==> src/form_urlencoded_stream_decoder_core_defines.svh <==
// assertion macros for the form-urlencoded stream decoder
`ifndef FORM_URLENCODED_STREAM_DECODER_CORE_DEFINES_SVH
`define FORM_URLENCODED_STREAM_DECODER_CORE_DEFINES_SVH

`ifndef ASSERT_OFF
`define ASSERT_NEVER(label, clk, rst, cond) \
  label: assert property (@(posedge clk) disable iff (rst) !(cond)) \
    else $error("assertion failed: forbidden condition seen");
`define ASSERT_IMPLIES(label, clk, rst, ante, cons) \
  label: assert property (@(posedge clk) disable iff (rst) (ante) |-> (cons)) \
    else $error("assertion failed: implication violated");
`else
`define ASSERT_NEVER(label, clk, rst, cond)
`define ASSERT_IMPLIES(label, clk, rst, ante, cons)
`endif

`endif

==> src/fusd_pkg.sv <==
// shared types, character codes and hex helpers for the urlencoded decoder
package fusd_pkg;

  localparam int MAX_RESULTS = 3;

  typedef enum logic [1:0] {
    KIND_CONTENT  = 2'd0,
    KIND_KEY_END  = 2'd1,
    KIND_PAIR_END = 2'd2
  } kind_t;

  typedef enum logic [1:0] {
    PHASE_IDLE  = 2'd0,
    PHASE_PCT   = 2'd1,
    PHASE_DIGIT = 2'd2
  } phase_t;

  localparam logic [7:0] CH_PCT   = 8'h25;
  localparam logic [7:0] CH_PLUS  = 8'h2B;
  localparam logic [7:0] CH_EQ    = 8'h3D;
  localparam logic [7:0] CH_AMP   = 8'h26;
  localparam logic [7:0] CH_SPACE = 8'h20;
  localparam logic [7:0] CH_0     = 8'h30;
  localparam logic [7:0] CH_9     = 8'h39;
  localparam logic [7:0] CH_UA    = 8'h41;
  localparam logic [7:0] CH_UF    = 8'h46;
  localparam logic [7:0] CH_LA    = 8'h61;
  localparam logic [7:0] CH_LF    = 8'h66;
  localparam logic [7:0] HEX_TEN  = 8'd10;

  typedef struct packed {
    logic [7:0] data;
    kind_t      kind;
  } result_t;

  // one queue entry: all results caused by one input byte
  typedef struct packed {
    result_t [MAX_RESULTS-1:0] res;
    logic [1:0]                cnt_m1;
    logic                      last;
  } entry_t;

  function automatic logic [7:0] hex_value(input logic [7:0] c);
    logic [7:0] v;
    v = c;
    if (c >= CH_0 && c <= CH_9) begin
      v = c - CH_0;
    end else if (c >= CH_UA && c <= CH_UF) begin
      v = c - CH_UA + HEX_TEN;
    end else if (c >= CH_LA && c <= CH_LF) begin
      v = c - CH_LA + HEX_TEN;
    end
    return v;
  endfunction

  function automatic logic [7:0] decode_pair(input logic [7:0] hi, input logic [7:0] lo);
    logic [7:0] hv;
    logic [7:0] lv;
    hv = hex_value(hi);
    lv = hex_value(lo);
    return {hv[3:0], 4'h0} + lv;
  endfunction

  // byte outside any escape
  function automatic result_t plain_result(input logic [7:0] c);
    result_t r;
    unique case (c)
      CH_EQ: begin
        r.data = 8'h00;
        r.kind = KIND_KEY_END;
      end
      CH_AMP: begin
        r.data = 8'h00;
        r.kind = KIND_PAIR_END;
      end
      CH_PLUS: begin
        r.data = CH_SPACE;
        r.kind = KIND_CONTENT;
      end
      default: begin
        r.data = c;
        r.kind = KIND_CONTENT;
      end
    endcase
    return r;
  endfunction

endpackage

==> src/fusd_front.sv <==
// front end: takes body bytes, tracks escapes and builds one queue entry per byte that yields results
module fusd_front (
  input  logic             clk,
  input  logic             rst,
  input  logic             in_valid,
  input  logic [7:0]       in_byte,
  input  logic             end_of_body,
  input  logic             full,
  output logic             push,
  output fusd_pkg::entry_t entry
);

  fusd_pkg::phase_t phase;
  fusd_pkg::phase_t phase_next;
  logic [7:0]       held;
  logic [7:0]       held_next;
  logic             segment_open;
  logic             segment_open_next;
  logic             accept;
  logic [1:0]       cnt;

  assign accept = in_valid && !full;

  always_ff @(posedge clk) begin
    if (rst) begin
      phase        <= fusd_pkg::PHASE_IDLE;
      held         <= 8'h00;
      segment_open <= 1'b0;
    end else begin
      phase        <= phase_next;
      held         <= held_next;
      segment_open <= segment_open_next;
    end
  end

  // next state
  always_comb begin
    fusd_pkg::result_t pr;
    pr                = fusd_pkg::plain_result(in_byte);
    phase_next        = phase;
    held_next         = held;
    segment_open_next = segment_open;
    if (accept) begin
      if (end_of_body) begin
        phase_next        = fusd_pkg::PHASE_IDLE;
        held_next         = 8'h00;
        segment_open_next = 1'b0;
      end else begin
        unique case (phase)
          fusd_pkg::PHASE_PCT: begin
            held_next  = in_byte;
            phase_next = fusd_pkg::PHASE_DIGIT;
          end
          fusd_pkg::PHASE_DIGIT: begin
            phase_next        = fusd_pkg::PHASE_IDLE;
            held_next         = 8'h00;
            segment_open_next = 1'b1;
          end
          default: begin
            phase_next = fusd_pkg::PHASE_IDLE;
            if (in_byte == fusd_pkg::CH_PCT) begin
              phase_next = fusd_pkg::PHASE_PCT;
            end else begin
              segment_open_next = (pr.kind == fusd_pkg::KIND_CONTENT);
            end
          end
        endcase
      end
    end
  end

  // outputs: results caused by this byte
  always_comb begin
    fusd_pkg::result_t pr;
    logic              seg;
    pr    = fusd_pkg::plain_result(in_byte);
    seg   = segment_open;
    cnt   = 2'd0;
    entry = '0;
    unique case (phase)
      fusd_pkg::PHASE_PCT: begin
        if (end_of_body) begin
          // escape cut short: the percent sign goes out as is
          entry.res[cnt] = '{fusd_pkg::CH_PCT, fusd_pkg::KIND_CONTENT};
          cnt            = cnt + 2'd1;
          seg            = 1'b1;
          if (in_byte == fusd_pkg::CH_PCT) begin
            entry.res[cnt] = '{in_byte, fusd_pkg::KIND_CONTENT};
          end else begin
            entry.res[cnt] = pr;
            seg            = (pr.kind == fusd_pkg::KIND_CONTENT);
          end
          cnt = cnt + 2'd1;
        end
      end
      fusd_pkg::PHASE_DIGIT: begin
        entry.res[cnt] = '{fusd_pkg::decode_pair(held, in_byte), fusd_pkg::KIND_CONTENT};
        cnt            = cnt + 2'd1;
        seg            = 1'b1;
      end
      default: begin
        if (in_byte == fusd_pkg::CH_PCT) begin
          if (end_of_body) begin
            entry.res[cnt] = '{in_byte, fusd_pkg::KIND_CONTENT};
            cnt            = cnt + 2'd1;
            seg            = 1'b1;
          end
        end else begin
          entry.res[cnt] = pr;
          cnt            = cnt + 2'd1;
          seg            = (pr.kind == fusd_pkg::KIND_CONTENT);
        end
      end
    endcase
    if (end_of_body && seg) begin
      entry.res[cnt] = '{8'h00, fusd_pkg::KIND_PAIR_END};
      cnt            = cnt + 2'd1;
    end
    entry.cnt_m1 = cnt - 2'd1;
    entry.last   = end_of_body;
    push         = accept && (cnt != 2'd0);
  end

endmodule

==> src/fusd_queue.sv <==
// short queue of result groups between front and back
module fusd_queue #(
  parameter int DEPTH = 4
) (
  input  logic                         clk,
  input  logic                         rst,
  input  logic                         push,
  input  fusd_pkg::entry_t             wr_entry,
  input  logic                         pop,
  output fusd_pkg::entry_t             head,
  output logic                         head_valid,
  output logic                         full,
  output logic [$clog2(DEPTH+1)-1:0]   level
);

  localparam int PTR_W = (DEPTH > 1) ? $clog2(DEPTH) : 1;
  localparam int LVL_W = $clog2(DEPTH + 1);

  fusd_pkg::entry_t slots [DEPTH];
  logic [PTR_W-1:0] wr_ptr;
  logic [PTR_W-1:0] rd_ptr;

  always_ff @(posedge clk) begin
    if (push) begin
      slots[wr_ptr] <= wr_entry;
    end
  end

  always_ff @(posedge clk) begin
    if (rst) begin
      wr_ptr <= '0;
      rd_ptr <= '0;
      level  <= '0;
    end else begin
      if (push) begin
        wr_ptr <= (wr_ptr == PTR_W'(DEPTH - 1)) ? '0 : wr_ptr + PTR_W'(1);
      end
      if (pop) begin
        rd_ptr <= (rd_ptr == PTR_W'(DEPTH - 1)) ? '0 : rd_ptr + PTR_W'(1);
      end
      case ({push, pop})
        2'b10:   level <= level + LVL_W'(1);
        2'b01:   level <= level - LVL_W'(1);
        default: level <= level;
      endcase
    end
  end

  assign head       = slots[rd_ptr];
  assign head_valid = (level != '0);
  assign full       = (level == LVL_W'(DEPTH));

endmodule

==> src/fusd_back.sv <==
// back end: walks the results of each queue entry into the output register
module fusd_back (
  input  logic             clk,
  input  logic             rst,
  input  fusd_pkg::entry_t head,
  input  logic             head_valid,
  output logic             pop,
  output logic             out_valid,
  input  logic             out_stall,
  output logic [7:0]       out_byte,
  output logic [1:0]       kind,
  output logic             last
);

  logic       pos;
  logic [1:0] pos_idx;
  logic [1:0] pos_next;
  logic [1:0] sel;
  logic       take;
  logic       load;
  logic       at_end;

  logic [1:0] cur;
  assign pos_idx = cur;
  assign pos     = (cur != 2'd0);
  assign sel     = pos_idx;

  assign take   = !out_valid || !out_stall;
  assign load   = head_valid && take;
  assign at_end = (sel == head.cnt_m1);
  assign pop    = load && at_end;

  always_comb begin
    pos_next = cur;
    if (load) begin
      pos_next = at_end ? 2'd0 : cur + 2'd1;
    end
  end

  always_ff @(posedge clk) begin
    if (rst) begin
      cur       <= 2'd0;
      out_valid <= 1'b0;
    end else begin
      cur <= pos_next;
      if (load) begin
        out_valid <= 1'b1;
      end else if (take) begin
        out_valid <= 1'b0;
      end
    end
  end

  // payload needs no reset
  always_ff @(posedge clk) begin
    if (load) begin
      out_byte <= head.res[sel].data;
      kind     <= head.res[sel].kind;
      last     <= head.last && at_end && (pos || !pos);
    end
  end

endmodule

==> src/form_urlencoded_stream_decoder_core.sv <==
// top level of the form-urlencoded stream decoder
// Takes one body byte per cycle while in_stall is low and emits content bytes and key-end /
// pair-end markers, with last set on the final result of each body. The front end decodes '+'
// and percent escapes and turns each byte into a group of zero to three results; groups wait
// in a QUEUE_DEPTH-entry queue, and the back end sends one result per cycle through its output
// register while out_stall does not hold it. A byte yields at most one result except the final
// byte of a body, which can yield two or three, so the sustained rate is one byte per cycle when
// nothing stalls, while the extra results of a body's final byte take turns on the single result
// port of the back end. An accepted byte's results pass through a queue slot and then the output register.
`include "form_urlencoded_stream_decoder_core_defines.svh"

module form_urlencoded_stream_decoder_core #(
  parameter int QUEUE_DEPTH = 4
) (
  input  logic       clk,
  input  logic       rst,
  input  logic       in_valid,
  output logic       in_stall,
  input  logic [7:0] in_byte,
  input  logic       end_of_body,
  output logic       out_valid,
  input  logic       out_stall,
  output logic [7:0] out_byte,
  output logic [1:0] kind,
  output logic       last
);

  localparam int LVL_W = $clog2(QUEUE_DEPTH + 1);

  fusd_pkg::entry_t   push_entry;
  fusd_pkg::entry_t   head;
  logic               push;
  logic               pop;
  logic               head_valid;
  logic               q_full;
  logic [LVL_W-1:0]   q_level;

  assign in_stall = q_full;

  fusd_front u_front (
    .clk         (clk),
    .rst         (rst),
    .in_valid    (in_valid),
    .in_byte     (in_byte),
    .end_of_body (end_of_body),
    .full        (q_full),
    .push        (push),
    .entry       (push_entry)
  );

  fusd_queue #(
    .DEPTH (QUEUE_DEPTH)
  ) u_queue (
    .clk        (clk),
    .rst        (rst),
    .push       (push),
    .wr_entry   (push_entry),
    .pop        (pop),
    .head       (head),
    .head_valid (head_valid),
    .full       (q_full),
    .level      (q_level)
  );

  fusd_back u_back (
    .clk        (clk),
    .rst        (rst),
    .head       (head),
    .head_valid (head_valid),
    .pop        (pop),
    .out_valid  (out_valid),
    .out_stall  (out_stall),
    .out_byte   (out_byte),
    .kind       (kind),
    .last       (last)
  );

  `ASSERT_IMPLIES(a_marker_byte_zero, clk, rst, out_valid && kind != fusd_pkg::KIND_CONTENT, out_byte == 8'h00)
  `ASSERT_IMPLIES(a_no_overflow, clk, rst, push, !q_full)
  `ASSERT_NEVER(a_level_range, clk, rst, q_level > LVL_W'(QUEUE_DEPTH))

endmodule

==> config.mk <==
export PLATFORM = sky130hd
export DESIGN_NAME = form_urlencoded_stream_decoder_core
export DESIGN_NICKNAME = d
export VERILOG_FILES = /design/src/fusd_pkg.sv /design/src/fusd_front.sv /design/src/fusd_queue.sv /design/src/fusd_back.sv /design/src/form_urlencoded_stream_decoder_core.sv
export VERILOG_INCLUDE_DIRS = /design/src /design/src/src
export SDC_FILE = /design/constraint.sdc
export NUM_CORES = 1
export LEC_CHECK = 0
export BUFFER_PORTS_ARGS = -buffer_cell sky130_fd_sc_hd__buf_4
export CORE_AREA = 2 2 140 142
export DETAILED_ROUTE_END_ITERATION = 8
export DIE_AREA = 0 0 142 144
export PLACE_DENSITY = 0.58
export SLEW_MARGIN = 20
export SYNTH_ARGS = -nofsm -noshare
export SYNTH_HDL_FRONTEND = slang
export SYNTH_SLANG_ARGS = --single-unit
==> constraint.sdc <==
create_clock -name clk -period 8.65 [get_ports clk]
set_input_delay 0.865 -clock clk [delete_from_list [all_inputs] [get_ports clk]]
set_output_delay 0.865 -clock clk [all_outputs]
set_load 0.005 [all_outputs]
==> results of run 1 <==
[state kept, by name, summed over array words and instances, names as in the netlist, named ones only]
register and count:
u_back.out_valid 1, u_back.kind 2, u_front.held 8, u_back.cur 2, u_queue.level 3, u_front.phase 2, u_back.out_byte 8, u_queue.slots 96
u_queue.wr_ptr 2, u_back.last 1, u_queue.rd_ptr 2
[synth_stat cells, types with 4 or more instances]
master      n  share of area (%)
a21oi_1    27                2.2
and2_1     10                1.0
and3_1      7               0.71
clkbuf_1   13               0.79
dfxtp_1    22                7.2
edfxtp_1  107                 52
ha_1       28                5.7
inv_1      24                1.5
mux2i_1    13                2.1
mux4_2     24                8.8
nand2_1    34                2.1
nand3_1    16                1.3
nand3b_1    5               0.61
nor2_1     37                2.3
nor2b_1     7               0.71
nor3_1      6               0.49
nor4_1      4               0.41
o21ai_0    16                1.3
xnor2_1     8                1.1
xor2_1      4               0.57
[layer usage]
metal | up-vias | global-route usage [%]
met4 | 0 | 5.37
met3 | 21 | 3.34
met2 | 90 | 22.4
li1 | 1801 | -
met5 | - | 0
met1 | 1857 | 17.1
[critical path, cell delays in order]
cell      delay [ns]
buf_4           0.12
inv_1           0.12
ha_1            0.24
nor3b_2         0.19
nand4b_1        0.20
nand2_1         0.10
o21ai_0         0.39
nand2_1         0.19
xnor2_1         0.37
ha_1            0.25
nor2_1          0.11
inv_1           0.08
ha_1            0.19
inv_1           0.06
fa_1            0.37
xor2_1          0.16
or3_1           0.31
a21oi_1         0.13
[final cells by class]
class | instances | share of cell area (%)
clock inverter | 14 | 2.26
timing repair buffer | 30 | 3.13
multi-input combinational | 292 | 32.4
sequential | 129 | 50.8
tap | 238 | 4.14
inverter | 24 | 1.25
clock buffer | 18 | 5.97
[worst paths after layout]
| check | to | from |
|---|---|---|
| worst max-delay path | u_queue.level[2] | in_byte[4] |
| worst min-delay path | u_front.held[7] | u_front.held[7] |
| worst min register to register | u_front.held[7] | u_front.held[7] |
| worst max register to register | u_queue.level[2] | u_front.phase[0] |
[power by group]
part	total (mW)	internal (mW)	leakage (nW)	switching, mW
registers	0.788	0.755	1.15	0.0325
logic	0.322	0.153	1.11	0.170
clock network	0.715	0.452	0.286	0.263
[per-stage QoR]
stage	setup WS [ns]	util [%]
after floorplan	4.81	-
after global placement	4.05	34.6
after detailed placement	4.16	34.6
after CTS	4.58	37.7
after global routing	4.18	37.7
final	4.54	37.7
[cell families (layout without fill, tap and decap cells)]
| family | count (synthesis) | in the layout |
|---|---|---|
| flops | 129 | 129 |
| simple gates | 148 | 148 |
| buf+inv | 44 | 86 |
| compound gates | 64 | 64 |
| xor+xnor | 12 | 12 |
| fa+ha+maj | 30 | 30 |
| mux | 38 | 38 |
==> impl_metrics.tcl, run 1 <==
set metrics [dict create \
    status "completed" \
    async_reset_ff_share_pct 0 \
    critPathLaunchType "primary input" \
    muxShareOfSynthArea_pct 11.1 \
    vias 3769 \
    multiInputGateArea_um2 2330 \
    tritoncts "built" \
    synth_nets 508 \
    postSynthCellCount 465 \
    wl_per_cell_um 17.2 \
    dp.cells 713 \
    fill_cells 1789 \
    hp-class "flop to flop" \
    highest_layer "met4" \
    worst_slew_pin_slew_ns 0.866 \
    cp_max_fo 7 \
    maxCapViolCount 0 \
    period_minus_slack_ns 4.11 \
    holdWs_ns 0.452 \
    place.gp.congestion 0.850 \
    met3WireLength_um 482 \
    synth-seq-cells 129 \
    io_pins 26 \
    die_w_um 142 \
    setup.worst_path.class "primary input to flop" \
    initial_core_util_pct 32.3 \
    dieArea_um2 20400 \
    rr_worst_depth 16 \
    skew_ns 0.00845 \
    grt_max_degree 25 \
    drt-pass1-iter-count 5 \
    core-area_um2 19100 \
    final_cell_mix "107 x edfxtp_1, 37 x nor2_1, 34 x nand2_1, 30 x buf_4, 28 x ha_1" \
    clockBufferDepth 2 \
    nets 537 \
    synth-edff-count 107 \
    grt_usage_pct 13.5 \
    post_cts_resized 0 \
    io_buffers 25 \
    min_delay_path_depth 2 \
    stdcell_count 745 \
    syn-cell-area_um2 6160 \
    cp_data_required_time_ns 8.99 \
    max_freq_ghz 0.243 \
    leakage_nw 2.55 \
    critPathCaptureType "flop" \
    grt_pass1_wl_um 20700 \
    finalMaxSlewViolations 0 \
    syn2layout_area_growth_pct 16.7 \
    setup_viol 0 \
    synth.avg_cell_area_um2 13.2 \
    cts-root-buf "clkbuf_16" \
    hold_viol 0 \
    arrival_ns 4.45 \
    finalSetupTns_ns 0 \
    die_h_um 144 \
    design_area_um2 7190 \
    rsz0062_at_grt "no" \
    synth_top_family_by_area "simple AND/OR/NAND/NOR gates" \
    drtAntennaViolNets 0 \
    synthFlopType "edfxtp_1" \
    final_common_cell "edfxtp_1" \
    power_mw 1.82 \
    layout-drive-gt1-share_pct 17.9 \
    placed_area_um2 6600 \
    clock_latency_ns 0.41 \
    synth_cell_type_count 55 \
    synth_compound_area_share_pct 6.20 \
    finalCritPeriodShare_pct 47.5 \
    antenna_found_initial 0 \
    drc 0 \
    seqCellArea_um2 3650 \
    first_global_vias 3873 \
    diodes 0 \
    synth_xor_area_share_pct 1.71 \
    drtIter0Drc 273 \
    slew_headroom_pct 42.2 \
    vdd_drop_max_uv 154 \
    drt-total-wl_um 12800 \
    reg2reg_slack_ns 4.91 \
    ys_seq_area_share_pct 59.3 \
    dp.final_hpwl_um 8820 \
    cts.sinks 129 \
    placementRows 51 \
    viasPerCell 5.06 \
    grt-ovfl-total 0 \
    p_per_area_nw_per_um2 254 \
    routed-wl-met2_um 6210 \
    synth-simple-area-share_pct 12.5 \
    clk_pin_slew_worst_paths_ns 0.06 \
    drt-met1-wl_um 5870 \
    htree_levels 4 \
    cts_hold_buf 0 \
    yosysWarnings 0 \
    postCtsSetupRepairBufs 0 \
    synthAdderAreaFrac_pct 6.34 \
    numCtsBuffers 17 \
]
Power figures use the tool's default switching activity.
==> inputs of run 2 (changes only) <==
--- a/config.mk
+++ b/config.mk
@@ -10,7 +10,7 @@
 export CORE_AREA = 2 2 140 142
 export DETAILED_ROUTE_END_ITERATION = 8
 export DIE_AREA = 0 0 142 144
-export PLACE_DENSITY = 0.58
+export PLACE_DENSITY = 0.59
 export SLEW_MARGIN = 20
 export SYNTH_ARGS = -nofsm -noshare
 export SYNTH_HDL_FRONTEND = slang
==> constraint.sdc (replaced) <==
create_clock -name clk -period 3.7 [get_ports clk]
set_input_delay 0.37 -clock clk [delete_from_list [all_inputs] [get_ports clk]]
set_output_delay 0.37 -clock clk [all_outputs]
set_load 0.005 [all_outputs]
==> run 2 against run 1 <==
  * Total power up 130%
  * Register-to-register slack worse by 4.6 ns
  * Clock skew up 0.0026 ns
  * Combinational power up 150%
  * Highest routed layer unchanged
==> impl_metrics.tcl, run 2 (synthesis gave the netlist of run 1 again) <==
set metrics [dict create \
    status "completed" \
    arrival_ns 3.72 \
    die_h_um 144 \
    design_area_um2 7310 \
    wl_per_cell_um 17.6 \
    hp-class "primary input to flop" \
    grt_usage_pct 14.1 \
    dp.final_hpwl_um 9440 \
    leakage_nw 2.61 \
    min_delay_path_depth 1 \
    tritoncts "built" \
    io_buffers 25 \
    maxCapViolCount 0 \
    clock_latency_ns 0.41 \
    drtIter0Drc 298 \
    vdd_drop_max_uv 366 \
    grt-ovfl-total 0 \
    p_per_area_nw_per_um2 572 \
    numCtsBuffers 17 \
    first_global_vias 4013 \
    worstReg2RegStart "u_front.phase[0]" \
    p_int_mw 3.12 \
    cp_max_fo 9 \
    syn2layout_area_growth_pct 18.7 \
    p_seq_share_pct 43.8 \
    initial_core_util_pct 32.3 \
    fin_ws_ns 0.318 \
    startpoint "u_front.phase[0]" \
    switching_share_pct 25.2 \
    post_cts_resized 0 \
    largest_reg_flops 96 \
    htree_levels 4 \
    drt-pass1-iter-count 4 \
    grt_max_degree 25 \
    final_cell_mix "107 x edfxtp_1, 41 x buf_4, 37 x nor2_1, 34 x nand2_1, 28 x ha_1" \
    critPathLaunchType "flop" \
    setup_viol 0 \
    drtAntennaViolNets 0 \
    clockPowerShare_pct 37.3 \
    clockBufferDepth 2 \
    combPwrFrac_pct 18.9 \
    core-area_um2 19100 \
    rsz0062_at_grt "no" \
    place.gp.congestion 0.886 \
    period_minus_slack_ns 3.38 \
    cts.sinks 129 \
    hold_viol 0 \
    drc 0 \
    io_pins 26 \
    top_regs "u_queue.slots x96, u_back.out_byte x8, u_front.held x8" \
    grt_pass1_wl_um 21600 \
    diodes 0 \
    place_ws_ns 0.00697 \
    finalCritPeriodShare_pct 91.4 \
    die_w_um 142 \
    drt-total-wl_um 13300 \
    clk_pin_slew_worst_paths_ns 0.06 \
    dieArea_um2 20400 \
    postCtsSetupRepairBufs 0 \
    finalMaxSlewViolations 0 \
    vias 3849 \
    skew_ns 0.0111 \
    cts_hold_buf 0 \
    slew_headroom_pct 55.3 \
    stdcell_count 758 \
    critPathCaptureType "flop" \
    antenna_found_initial 1 \
    dp.cells 728 \
    finalSetupTns_ns 0 \
    viasPerCell 5.08 \
    worst_slew_pin_slew_ns 0.664 \
    p_sw_mw 1.06 \
    cp_data_required_time_ns 4.03 \
    layout-drive-gt1-share_pct 19.6 \
    min_from "end_of_body" \
    max_freq_ghz 0.296 \
    cts-root-buf "clkbuf_16" \
    placed_area_um2 6760 \
    rr_worst_depth 16 \
    top_register "u_queue.slots" \
    placementRows 51 \
    holdWs_ns 0.234 \
    nets 552 \
    final_common_cell "edfxtp_1" \
    setup.worst_path.class "flop to flop" \
]
## run 2: metrics by stage
step                      util [%]  total power, mW
after floorplan                  -             2.37
after global placement        35.4             2.64
after detailed placement      35.4             2.67
after CTS                     38.3             4.24
after global routing          38.3             4.39
final                         38.3             4.18
## run 2: layer usage
metal / share of wire, % / GRT usage [%]
met5: 0 / 0
met4: 1.2 / 5.05
met3: 3.9 / 3.28
met2: 49 / 23.3
met1: 46 / 18.3
## run 2: power by group through the flow
stage / Combinational [mW] / Sequential (mW) / Clock [mW]
after detailed placement: 0.809 / 1.86 / 0
after CTS: 0.812 / 1.83 / 1.60
after floorplan: 0.521 / 1.85 / 0
after global routing: 0.883 / 1.85 / 1.65
after global placement: 0.791 / 1.85 / 0
final: 0.789 / 1.83 / 1.56
## run 2: path summary, 6_finish.rpt
path                                            end  slack, ns
worst max-delay path               u_queue.level[2]       0.32
worst min-delay path            u_queue.slots[1][0]       0.23
worst max register to register     u_queue.level[2]       0.32
worst min register to register      u_front.held[7]       0.47
## run 2: final cells by class
class / count / area [µm²]
fill: 1794 / 11800
sequential: 129 / 3650
multi-input combinational: 292 / 2330
clock buffer: 21 / 440
timing repair buffer: 45 / 388
tap: 238 / 298
clock inverter: 9 / 111
inverter: 24 / 90.1
## run 2: critical path, cell delays in order, from the launching register on
cell and delay [ns]:
dfxtp_1 0.37, inv_1 0.06, ha_1 0.31, buf_4 0.18
nor2_1 0.06, o21ai_0 0.33, nand2_1 0.20, xnor2_1 0.25
ha_1 0.22, nor2_1 0.06, inv_1 0.06, ha_1 0.17
inv_1 0.06, fa_1 0.38, xor2_1 0.16, or3_1 0.30
a21oi_1 0.15
